**src/hw/rtl/b64_pkg.sv**
```systemverilog
// Shared types, constants and alphabet functions for the Base64 codec.
// Used by b64_step and base64_codec; depends on nothing.
package b64_pkg;

	localparam logic [7:0] PAD_CHAR   = 8'd61;
	localparam logic [7:0] PLUS_CHAR  = 8'd43;
	localparam logic [7:0] SLASH_CHAR = 8'd47;
	localparam int unsigned MAX_RES   = 4;

	localparam logic MODE_ENCODE = 1'b0;
	localparam logic MODE_DECODE = 1'b1;

	localparam logic REG_MODE = 1'b0;

	// Results produced by one input beat.
	typedef struct packed {
		logic [2:0]      cnt;
		logic [3:0][7:0] data;
		logic [3:0]      bad;
	} b64_res_t;

	typedef struct packed {
		logic [5:0] val;
		logic       bad;
	} b64_sext_t;

	function automatic logic [7:0] to_char(logic [5:0] v);
		logic [7:0] r;
		if (v == 6'd62) r = PLUS_CHAR;
		else if (v == 6'd63) r = SLASH_CHAR;
		else if (v <= 6'd25) r = 8'(v) + 8'd65;
		else if (v <= 6'd51) r = 8'(v) + 8'd71;
		else r = 8'(v) - 8'd4;
		return r;
	endfunction

	// Characters outside the alphabet keep their low six bits.
	function automatic b64_sext_t from_char(logic [7:0] c);
		b64_sext_t r;
		r.bad = 1'b0;
		if (c == PLUS_CHAR) r.val = 6'd62;
		else if (c == SLASH_CHAR) r.val = 6'd63;
		else if (c >= 8'd65 && c <= 8'd90) r.val = 6'(c - 8'd65);
		else if (c >= 8'd97 && c <= 8'd122) r.val = 6'(c - 8'd71);
		else if (c >= 8'd48 && c <= 8'd57) r.val = 6'(c + 8'd4);
		else begin
			r.val = c[5:0];
			r.bad = 1'b1;
		end
		return r;
	endfunction

	function automatic b64_res_t push(b64_res_t r, logic [7:0] d, logic b);
		b64_res_t o;
		o = r;
		if (r.cnt < 3'(MAX_RES)) begin
			o.data[r.cnt[1:0]] = d;
			o.bad[r.cnt[1:0]]  = b;
			o.cnt = r.cnt + 3'd1;
		end
		return o;
	endfunction

endpackage

```
**src/hw/rtl/b64_in_if.sv**
```systemverilog
// Input channel of the Base64 codec: one byte or character per beat.
// Standalone; no package needed.
interface b64_in_if;
	logic       valid;
	logic       ready;
	logic [7:0] in_byte;
	logic       in_last;

	modport source (output valid, output in_byte, output in_last, input ready);
	modport sink (input valid, input in_byte, input in_last, output ready);
endinterface

```
**src/hw/rtl/b64_out_if.sv**
```systemverilog
// Result channel of the Base64 codec: one character or byte per beat.
// Standalone; no package needed.
interface b64_out_if;
	logic       valid;
	logic       ready;
	logic [7:0] out_byte;
	logic       run_last;
	logic       stream_end;
	logic       bad_char;

	modport source (output valid, output out_byte, output run_last, output stream_end,
		output bad_char, input ready);
	modport sink (input valid, input out_byte, input run_last, input stream_end,
		input bad_char, output ready);
endinterface

```
**src/hw/rtl/base64_codec.sv**
```systemverilog
// Top level of the streaming Base64 codec: APB mode register, group logic
// and a four-entry result buffer. Depends on b64_pkg, b64_in_if, b64_out_if, b64_step.
//
//  channel   dir  handshake      payload
//  items     in   valid/ready    in_byte, in_last
//  results   out  valid/ready    out_byte, run_last, stream_end, bad_char
//  apb       in   psel/penable   paddr, pwdata -> prdata (pready tied high)
//
// All results of an input beat are formed combinationally and loaded into the
// result buffer, which then drains one beat per cycle while the sink is ready.
// An item with results holds the input until its final result is taken, one
// with none does not hold it; the next item is taken in the cycle the final
// result leaves. Reset clears the mode (encode) and the group state. A stalled
// result sink holds the input until the final result of the buffered item is taken.
module base64_codec import b64_pkg::*; (
	input  logic        clk,
	input  logic        arst_n,
	b64_in_if.sink      items,
	b64_out_if.source   results,
	input  logic        psel,
	input  logic        penable,
	input  logic        pwrite,
	input  logic [2:0]  paddr,
	input  logic [31:0] pwdata,
	output logic [31:0] prdata,
	output logic        pready
);

	logic            mode_q;
	logic            cfg_wr;
	logic            in_take;
	logic            out_take;
	b64_res_t        res;
	logic [3:0][7:0] buf_data_q;
	logic [3:0]      buf_bad_q;
	logic [2:0]      buf_cnt_q;
	logic            buf_last_q;

	assign pready  = 1'b1;
	assign cfg_wr  = psel && penable && pwrite && (paddr[2] == REG_MODE);
	assign prdata  = (paddr[2] == REG_MODE) ? {31'b0, mode_q} : 32'b0;

	always_ff @(posedge clk or negedge arst_n) begin
		if (!arst_n) begin
			mode_q <= MODE_ENCODE;
		end else if (cfg_wr) begin
			mode_q <= pwdata[0];
		end
	end

	assign out_take    = results.valid && results.ready;
	assign items.ready = (buf_cnt_q == 3'd0) || (buf_cnt_q == 3'd1 && results.ready);
	assign in_take     = items.valid && items.ready;

	b64_step u_step (
		.clk     (clk),
		.arst_n  (arst_n),
		.mode    (mode_q),
		.clear   (cfg_wr),
		.take    (in_take),
		.in_byte (items.in_byte),
		.in_last (items.in_last),
		.res     (res)
	);

	always_ff @(posedge clk or negedge arst_n) begin
		if (!arst_n) begin
			buf_cnt_q <= '0;
		end else if (in_take && res.cnt != 3'd0) begin
			buf_cnt_q <= res.cnt;
		end else if (out_take) begin
			buf_cnt_q <= buf_cnt_q - 3'd1;
		end
	end

	// The head of the buffer is always entry zero; taking a beat shifts it.
	always_ff @(posedge clk) begin
		if (in_take && res.cnt != 3'd0) begin
			buf_data_q <= res.data;
			buf_bad_q  <= res.bad;
			buf_last_q <= items.in_last;
		end else if (out_take) begin
			buf_data_q <= {8'd0, buf_data_q[3:1]};
			buf_bad_q  <= {1'b0, buf_bad_q[3:1]};
		end
	end

	assign results.valid      = (buf_cnt_q != 3'd0);
	assign results.out_byte   = buf_data_q[0];
	assign results.bad_char   = buf_bad_q[0];
	assign results.run_last   = (buf_cnt_q == 3'd1);
	assign results.stream_end = (buf_cnt_q == 3'd1) && buf_last_q;

endmodule

```
**src/hw/rtl/b64_step.sv**
```systemverilog
// Group state of the codec and the single-pass logic that turns one input beat
// into up to four results. Depends on b64_pkg.
module b64_step import b64_pkg::*; (
	input  logic       clk,
	input  logic       arst_n,
	input  logic       mode,
	input  logic       clear,
	input  logic       take,
	input  logic [7:0] in_byte,
	input  logic       in_last,
	output b64_res_t   res
);

	logic [23:0] group_bits_q;
	logic [1:0]  group_pos_q;
	logic        pad_seen_q;
	logic        group_bad_q;

	logic [23:0] nbits;
	logic [1:0]  npos;
	logic        nps;
	logic        nbad;

	always_comb begin
		b64_sext_t sx;
		logic [23:0] gb;
		res   = '0;
		nbits = group_bits_q;
		npos  = group_pos_q;
		nps   = pad_seen_q;
		nbad  = group_bad_q;
		sx    = from_char(in_byte);
		gb    = {group_bits_q[15:0], in_byte};
		if (mode == MODE_ENCODE) begin
			nbits = gb;
			if (group_pos_q >= 2'd2) begin
				res = push(res, to_char(gb[23:18]), 1'b0);
				res = push(res, to_char(gb[17:12]), 1'b0);
				res = push(res, to_char(gb[11:6]), 1'b0);
				res = push(res, to_char(gb[5:0]), 1'b0);
				nbits = '0;
				npos  = '0;
			end else begin
				npos = group_pos_q + 2'd1;
				if (in_last) begin
					if (group_pos_q == 2'd0) begin
						res = push(res, to_char(gb[7:2]), 1'b0);
						res = push(res, to_char({gb[1:0], 4'b0}), 1'b0);
						res = push(res, PAD_CHAR, 1'b0);
						res = push(res, PAD_CHAR, 1'b0);
					end else begin
						res = push(res, to_char(gb[15:10]), 1'b0);
						res = push(res, to_char(gb[9:4]), 1'b0);
						res = push(res, to_char({gb[3:0], 2'b0}), 1'b0);
						res = push(res, PAD_CHAR, 1'b0);
					end
					nbits = '0;
					npos  = '0;
				end
			end
			nps  = 1'b0;
			nbad = 1'b0;
		end else begin
			if (in_byte == PAD_CHAR) begin
				if (nps) begin
					res = push(res, nbits[11:4], nbad);
					nbits = '0; npos = '0; nps = 1'b0; nbad = 1'b0;
				end else if (npos == 2'd3) begin
					res = push(res, nbits[17:10], nbad);
					res = push(res, nbits[9:2], nbad);
					nbits = '0; npos = '0; nps = 1'b0; nbad = 1'b0;
				end else if (npos == 2'd2) begin
					nps  = 1'b1;
					npos = 2'd3;
				end
			end else begin
				// A pending "xx=" is closed as "xx==" before this character.
				if (nps) begin
					res = push(res, nbits[11:4], nbad);
					nbits = '0; npos = '0; nps = 1'b0; nbad = 1'b0;
				end
				nbad  = nbad | sx.bad;
				nbits = {nbits[17:0], sx.val};
				if (npos == 2'd3) begin
					res = push(res, nbits[23:16], nbad);
					res = push(res, nbits[15:8], nbad);
					res = push(res, nbits[7:0], nbad);
					nbits = '0; npos = '0; nps = 1'b0; nbad = 1'b0;
				end else begin
					npos = npos + 2'd1;
				end
			end
			if (in_last) begin
				if (nps || npos == 2'd2) begin
					res = push(res, nbits[11:4], nbad);
				end else if (npos == 2'd3) begin
					res = push(res, nbits[17:10], nbad);
					res = push(res, nbits[9:2], nbad);
				end
				nbits = '0; npos = '0; nps = 1'b0; nbad = 1'b0;
			end
		end
	end

	always_ff @(posedge clk or negedge arst_n) begin
		if (!arst_n) begin
			group_bits_q <= '0;
			group_pos_q  <= '0;
			pad_seen_q   <= 1'b0;
			group_bad_q  <= 1'b0;
		end else if (clear) begin
			group_bits_q <= '0;
			group_pos_q  <= '0;
			pad_seen_q   <= 1'b0;
			group_bad_q  <= 1'b0;
		end else if (take) begin
			group_bits_q <= nbits;
			group_pos_q  <= npos;
			pad_seen_q   <= nps;
			group_bad_q  <= nbad;
		end
	end

endmodule

```
**src/flat_wrapper.sv**
```systemverilog
// flat-port wrapper written by rule: the top's interface ports become plain ports
module base64_codec_flat import b64_pkg::*;
  (clk, arst_n, psel, penable, pwrite, paddr, pwdata, prdata, pready, items_valid, items_in_byte, items_in_last, items_ready, results_valid, results_out_byte, results_run_last, results_stream_end, results_bad_char, results_ready);
  b64_in_if items_i ();
  b64_out_if results_i ();
  input  logic clk;
  input  logic arst_n;
  input  logic psel;
  input  logic penable;
  input  logic pwrite;
  input  logic [2:0] paddr;
  input  logic [31:0] pwdata;
  output logic [31:0] prdata;
  output logic pready;
  input wire logic [$bits(items_i.valid)-1:0] items_valid;
  input wire logic [$bits(items_i.in_byte)-1:0] items_in_byte;
  input wire logic [$bits(items_i.in_last)-1:0] items_in_last;
  output wire logic [$bits(items_i.ready)-1:0] items_ready;
  output wire logic [$bits(results_i.valid)-1:0] results_valid;
  output wire logic [$bits(results_i.out_byte)-1:0] results_out_byte;
  output wire logic [$bits(results_i.run_last)-1:0] results_run_last;
  output wire logic [$bits(results_i.stream_end)-1:0] results_stream_end;
  output wire logic [$bits(results_i.bad_char)-1:0] results_bad_char;
  input wire logic [$bits(results_i.ready)-1:0] results_ready;
  assign items_i.valid = items_valid;
  assign items_i.in_byte = items_in_byte;
  assign items_i.in_last = items_in_last;
  assign items_ready = items_i.ready;
  assign results_valid = results_i.valid;
  assign results_out_byte = results_i.out_byte;
  assign results_run_last = results_i.run_last;
  assign results_stream_end = results_i.stream_end;
  assign results_bad_char = results_i.bad_char;
  assign results_i.ready = results_ready;
  base64_codec u_core (.clk(clk), .arst_n(arst_n), .items(items_i), .results(results_i), .psel(psel), .penable(penable), .pwrite(pwrite), .paddr(paddr), .pwdata(pwdata), .prdata(prdata), .pready(pready));
endmodule
```
**config.mk**
```make
export PLATFORM = sky130hd
export DESIGN_NAME = base64_codec_flat
export DESIGN_NICKNAME = d
export VERILOG_FILES = /design/src/hw/rtl/b64_pkg.sv /design/src/hw/rtl/b64_in_if.sv /design/src/hw/rtl/b64_out_if.sv /design/src/hw/rtl/base64_codec.sv /design/src/hw/rtl/b64_step.sv /design/src/flat_wrapper.sv
export SDC_FILE = /design/constraint.sdc
export NUM_CORES = 1
export LEC_CHECK = 0
export ABC_AREA = 1
export ABC_CLOCK_PERIOD_IN_PS = 9080
export CORE_MARGIN = 1
export CORE_UTILIZATION = 55
export DETAILED_ROUTE_END_ITERATION = 8
export DONT_BUFFER_PORTS = 1
export GPL_TIMING_DRIVEN = 0
export PLACE_DENSITY = 0.72
export SYNTH_ARGS = -nofsm -noshare
export SYNTH_HDL_FRONTEND = slang
export SYNTH_HIERARCHICAL = 1
export SYNTH_SLANG_ARGS = --single-unit
```
**constraint.sdc**
```tcl
create_clock -name clk -period 9.08 [get_ports clk]
set_input_delay 1.362 -clock clk [delete_from_list [all_inputs] [get_ports clk]]
set_output_delay 1.362 -clock clk [all_outputs]
set_load 0.02 [all_outputs]
```
### Yosys cells after proc, flatten, opt, wreduce, memory -nomap -nowiden

Cells that the tools add are included.
W data, S select, Z words.

* logic and storage cells: 518
* register bits: 63
* input port bits: 51
* latch bits: 0
* output and inout bits: 46
* memories kept: 0
* bits in read-only memories: 0
* bits in writable memories: 0

* div/mod/pow operators: 0
* bitwise operators: 29
* muxes and demuxes: 299
* eq/ne operators: 24
* order comparisons: 70
* reductions and logical operators: 35
* $add $sub $neg: 48
* shift operators: 0
* multipliers: 0

Operator list (number)
* $mux W39: 60
* $mux W8: 79
* $bwmux W32: 13
* $mux W18: 14
* $demux W8 S2: 15
* $add A6 B7 Y8 const B: 18
* $eq A6 B6 Y1 const B: 14
* $mux W32: 2
* $sub A6 B3 Y7 const B: 9
* $or A20 B20 Y20: 3
* $mux W1: 56
* $le A6 B5 Y1 const B: 9
* $le A6 B6 Y1 const B: 9
* $mux W3: 16
* $add A3 B1 Y3 const B: 15
* $lt A2 B3 Y1 const B: 15
* $lt A3 B3 Y1 const B: 15
* $mux W37: 1
* $and A12 B12 Y12: 3
* $not A12 Y12: 3
* $not A4 Y4: 9
* $demux W1 S2: 15
* $ge A2 B1 Y1 const B: 15
* $mux W2: 15
* other kinds (28): 82

### Depth between registers and ports, before layout

* word-level depth: 54
* depth in mapped cells: 25
* depth with buffers taken out: 24

### Cells and area by module

Netlist, hierarchy kept.

Modules (own cells, without submodules)
* b64_step: cells an instance 1420, instances 1, area each 7727.4 µm²
* base64_codec: cells an instance 237, instances 1, area each 2175.8 µm²

### Worst setup path after synthesis

OpenSTA, ideal clock, no wires.

* path type: input -> register
* start: input port items_in_byte[6]
* end: register u_core.buf_bad_q[0], enable pin
* required time: 8.574 ns
* stages on the path: 22
* buffers on the path: 2
* slack: 3.543 ns
* data arrival time: 5.032 ns
* path through: buf_4 > clkinv_1 > ha_1 > nand2_4 > inv_2 > nand2_4 > nor2_4 > a21oi_1 > ha_1 > nand2_1 > o21ai_0 > inv_1 > ha_1 > nand2_1 > o21ai_0 > o221ai_1 > o21ai_0 > nor2_1 > nand2_1 > nand3_2 > buf_2 > nand2_1

RTL lines
* start: declaration: RTL line flat_wrapper.sv:16 `input wire logic [$bits(items_i.in_byte)-1:0] items_in_byte;`
* end signal: assignment: RTL line base64_codec.sv:80 `buf_bad_q <= res.bad;`
* end signal: assignment: RTL line base64_codec.sv:84 `buf_bad_q <= {1'b0, buf_bad_q[3:1]};`
* end: declaration: RTL line base64_codec.sv:35 `logic [3:0] buf_bad_q;`

==> out/metrics.csv <==
metric,value,unit
htreeDepth,3,
critical_path_depth,22,
ys_seq_area_share,17.79,%
nNetsFinal,1814,
clock_sinks,63,
holdWs,0.5237,ns
netlist_top_cells_count,"453 x nand2_1, 199 x inv_1, 180 x o21ai_0",
status,"complete, no violations",
worstPathCellList,buf_4 -> clkinv_1 -> ha_1 -> nand2_4 -> inv_2 -> nand2_4 -> nor2_4 -> a21oi_1 -> ha_1 -> nand2_1 -> o21ai_0 -> inv_1 -> ha_1 -> nand2_1 -> o21ai_0 -> o221ai_1 -> o21ai_0 -> nor2_1 -> nand2_1 -> nand3_2 -> buf_2 -> nand2_2,
cts_buffers,9,
grt.overflow.total,0,
setup_viol,0,
wl_met2,17.60,mm
synthMuxAreaShare,0,%
met1Wirelength,16.09,mm
drive_gt1_share,8.103,%
synth.avg_cell_area,5.977,µm²
drv_slew,0,
power_leakage,5.122,nW
synth_area,9903,µm²
synth_top_area_share,17.17,%
synthXorXnorAreaFrac,2.830,%
yosysTopAreaCell,nand2_1,
r2r.worst_path.cells,20,
cts_tree,built,
grt_pass1_wl,62.67,mm
worstSkewPairLatency,0.34,ns
fmax,168.2,MHz
slowest_delay,0.51,ns
place.gp.congestion,1.101,
routed_via_density,6.374,
r2r_setup_slack,3.67,ns
synth-seq-cells,63,
wl_per_cell,21.85,µm
drc,0,
post-route-period-util,65.48,%
crit_path_end_kind,flop,
startpoint_type,input pin,
synthMostInstantiatedCell,nand2_1,
synth_top_family_by_area,simple AND/OR/NAND/NOR gates,
synth_edf_count,37,
grt_max_degree,37,
path_class,input pin to flop,
clockRootBuffer,clkbuf_16,
cts-hold-fix-buffers,0,
synth-main-ff-cell,edfxtp_1,
num_io_pins,97,
worstMarginPinSlew,1.123,ns
drv_cap,0,
path_delay_family,simple AND/OR/NAND/NOR gates,
ant_nets,0,
floorplan.die.width,136.2,µm
areaGrowthSynthToFinish,7.429,%
slew_headroom,24.78,%
die_h,136.2,µm
r2r-start,u_core/u_step/pad_seen_q,
crit_start,items_in_byte[6],
synth_simple_gate_area_share,33.04,%
endpoint,u_core/results.out_byte[4],
place_area,10300,µm²
ir_worst_vdd,193.1,µV
yosys_warnings,6,
wl_met3,6.016,mm
synthCells,1657,
hold_viol,0,
grt_use_total,45.29,%
via_count,12296,
cp_max_fo,36,
cp.required,8.97,ns
core,17420,µm²
place_hpwl,32.61,mm
fin_skew,0.01112,ns
grt_setup_unrepaired,false,
cts_setup_buffers,0,
timing.rr.end,u_core/results.out_byte[4],
drtIter0Drc,2132,
hold_path_class,flop to flop,
top_layer,met4,
power,2.938,mW
fin_tns_setup,0,ns
portBuffers,0,
clockBufferDepth,2,
std_cell_rows,48,
grt_pass1_vias,10902,
synth_cell_types,63,
pwr_density_cell,276.2,nW/µm²
synth_fa_ha_area_share,8.212,%
cts_resized,0,
synth_area_leaders,"nand2_1 17%, edfxtp_1 11%, o21ai_0 9.1%",
slowest_stage,nand2_2,
fin_area,10640,µm²
min_period,5.946,ns
start_util,56.86,%
clkTransAtPathRegs,0.05,ns
cp.arrival,5.84,ns
crit_buf_inv,5,
antenna_found_initial,1,
async_reset_ff_share,41.27,%
wl,42.15,mm
dr.pass1.iters,8,
dieArea,18550,µm²
synth_compound_area_share,23.58,%
-- kinds of logic (layout without fill, tap and decap cells) --
logic type,count (synthesis),count (layout)
fa+ha+maj,65,65
flops,63,63
xor+xnor,32,32
compound gates,400,400
buf+inv,321,337
other cells,2,33
simple gates,774,774
-- placed cells by master (no fill, tap or decap), drive strengths merged, types with 5 or more instances in the layout --
| cell | instances |
|---|---|
| conb | 32 |
| buf | 72 |
| nand2 | 463 |
| clkbuf | 37 |
| a31oi | 15 |
| nand4 | 12 |
| o32ai | 6 |
| o31ai | 7 |
| clkinv | 16 |
| a21oi | 108 |
| edfxtp | 37 |
| ha | 65 |
| xor2 | 32 |
| o22ai | 23 |
| nand3 | 121 |
| dfrtp | 26 |
| o211ai | 21 |
| o221ai | 5 |
| o21ai | 188 |
| nor3 | 16 |
| inv | 209 |
| nor2 | 153 |
| a211oi | 5 |
-- per-stage QoR --
| stage | std cells | util, % | setup slack, ns |
|---|---|---|---|
| after floorplan | 1687 | - | 3.543 |
| after global placement | 1912 | 59.12 | 2.549 |
| after detailed placement | 1912 | 59.12 | 2.407 |
| after CTS | 1928 | 61.06 | 2.713 |
| after global routing | 1928 | 61.07 | 2.789 |
| final | 1929 | 61.08 | 3.134 |
-- power breakdown --
part / switching (mW) / leakage [nW] / internal, mW
Combinational: 1.46 / 4.24 / 0.539
Clock: 0.142 / 0.164 / 0.267
Sequential: 0.0864 / 0.713 / 0.446
-- area by class of cell --
class	count	area [µm²]
clock buffers	9	225.2
fillers	1748	6778
clock inverters	7	111.4
diodes	1	2.502
inverters	221	837.1
flip-flops and latches	63	1762
plain buffers	100	596.8
multi-input cells	1303	6823
well taps	225	281.5
-- sequential cells by signal, summed over array words and instances, names as in the netlist --
name	cells
u_core/buf_cnt_q	3
u_core/buf_bad_q	4
u_core/buf_last_q	1
u_core/u_step/group_pos_q	2
u_core/u_step/pad_seen_q	1
u_core/mode_q	1
u_core/buf_data_q	24
u_core/results.out_byte	8
u_core/u_step/group_bits_q	18
u_core/u_step/group_bad_q	1
-- worst min-delay path, stage by stage, from the launching register on --
cell,delay (ns)
edfxtp_1,0.32
nand2_1,0.05
nand2_1,0.05
-- per-layer routing --
metal | GRT usage [%] | vias up
li1 | - | 5498
met5 | 0 | -
met1 | 60.00 | 5584
met2 | 67.68 | 1036
met3 | 11.37 | 178
met4 | 22.96 | 0
-- how the worst min path moves through the flow --
stage	startpoint	to	slack, ns	cells after the start
final	u_core/buf_data_q[19]	u_core/buf_data_q[11]	0.52	2
after global routing	u_core/buf_bad_q[3]	u_core/buf_bad_q[2]	0.54	2
after CTS	u_core/buf_bad_q[3]	u_core/buf_bad_q[2]	0.52	2
after detailed placement	u_core/buf_data_q[19]	u_core/buf_data_q[11]	0.51	2
after global placement	u_core/u_step/group_bits_q[16]	u_core/u_step/group_bits_q[16]	0.50	2
after floorplan	u_core/u_step/group_bits_q[16]	u_core/u_step/group_bits_q[16]	0.48	2
No activity file was read; power rests on OpenSTA's default activity.
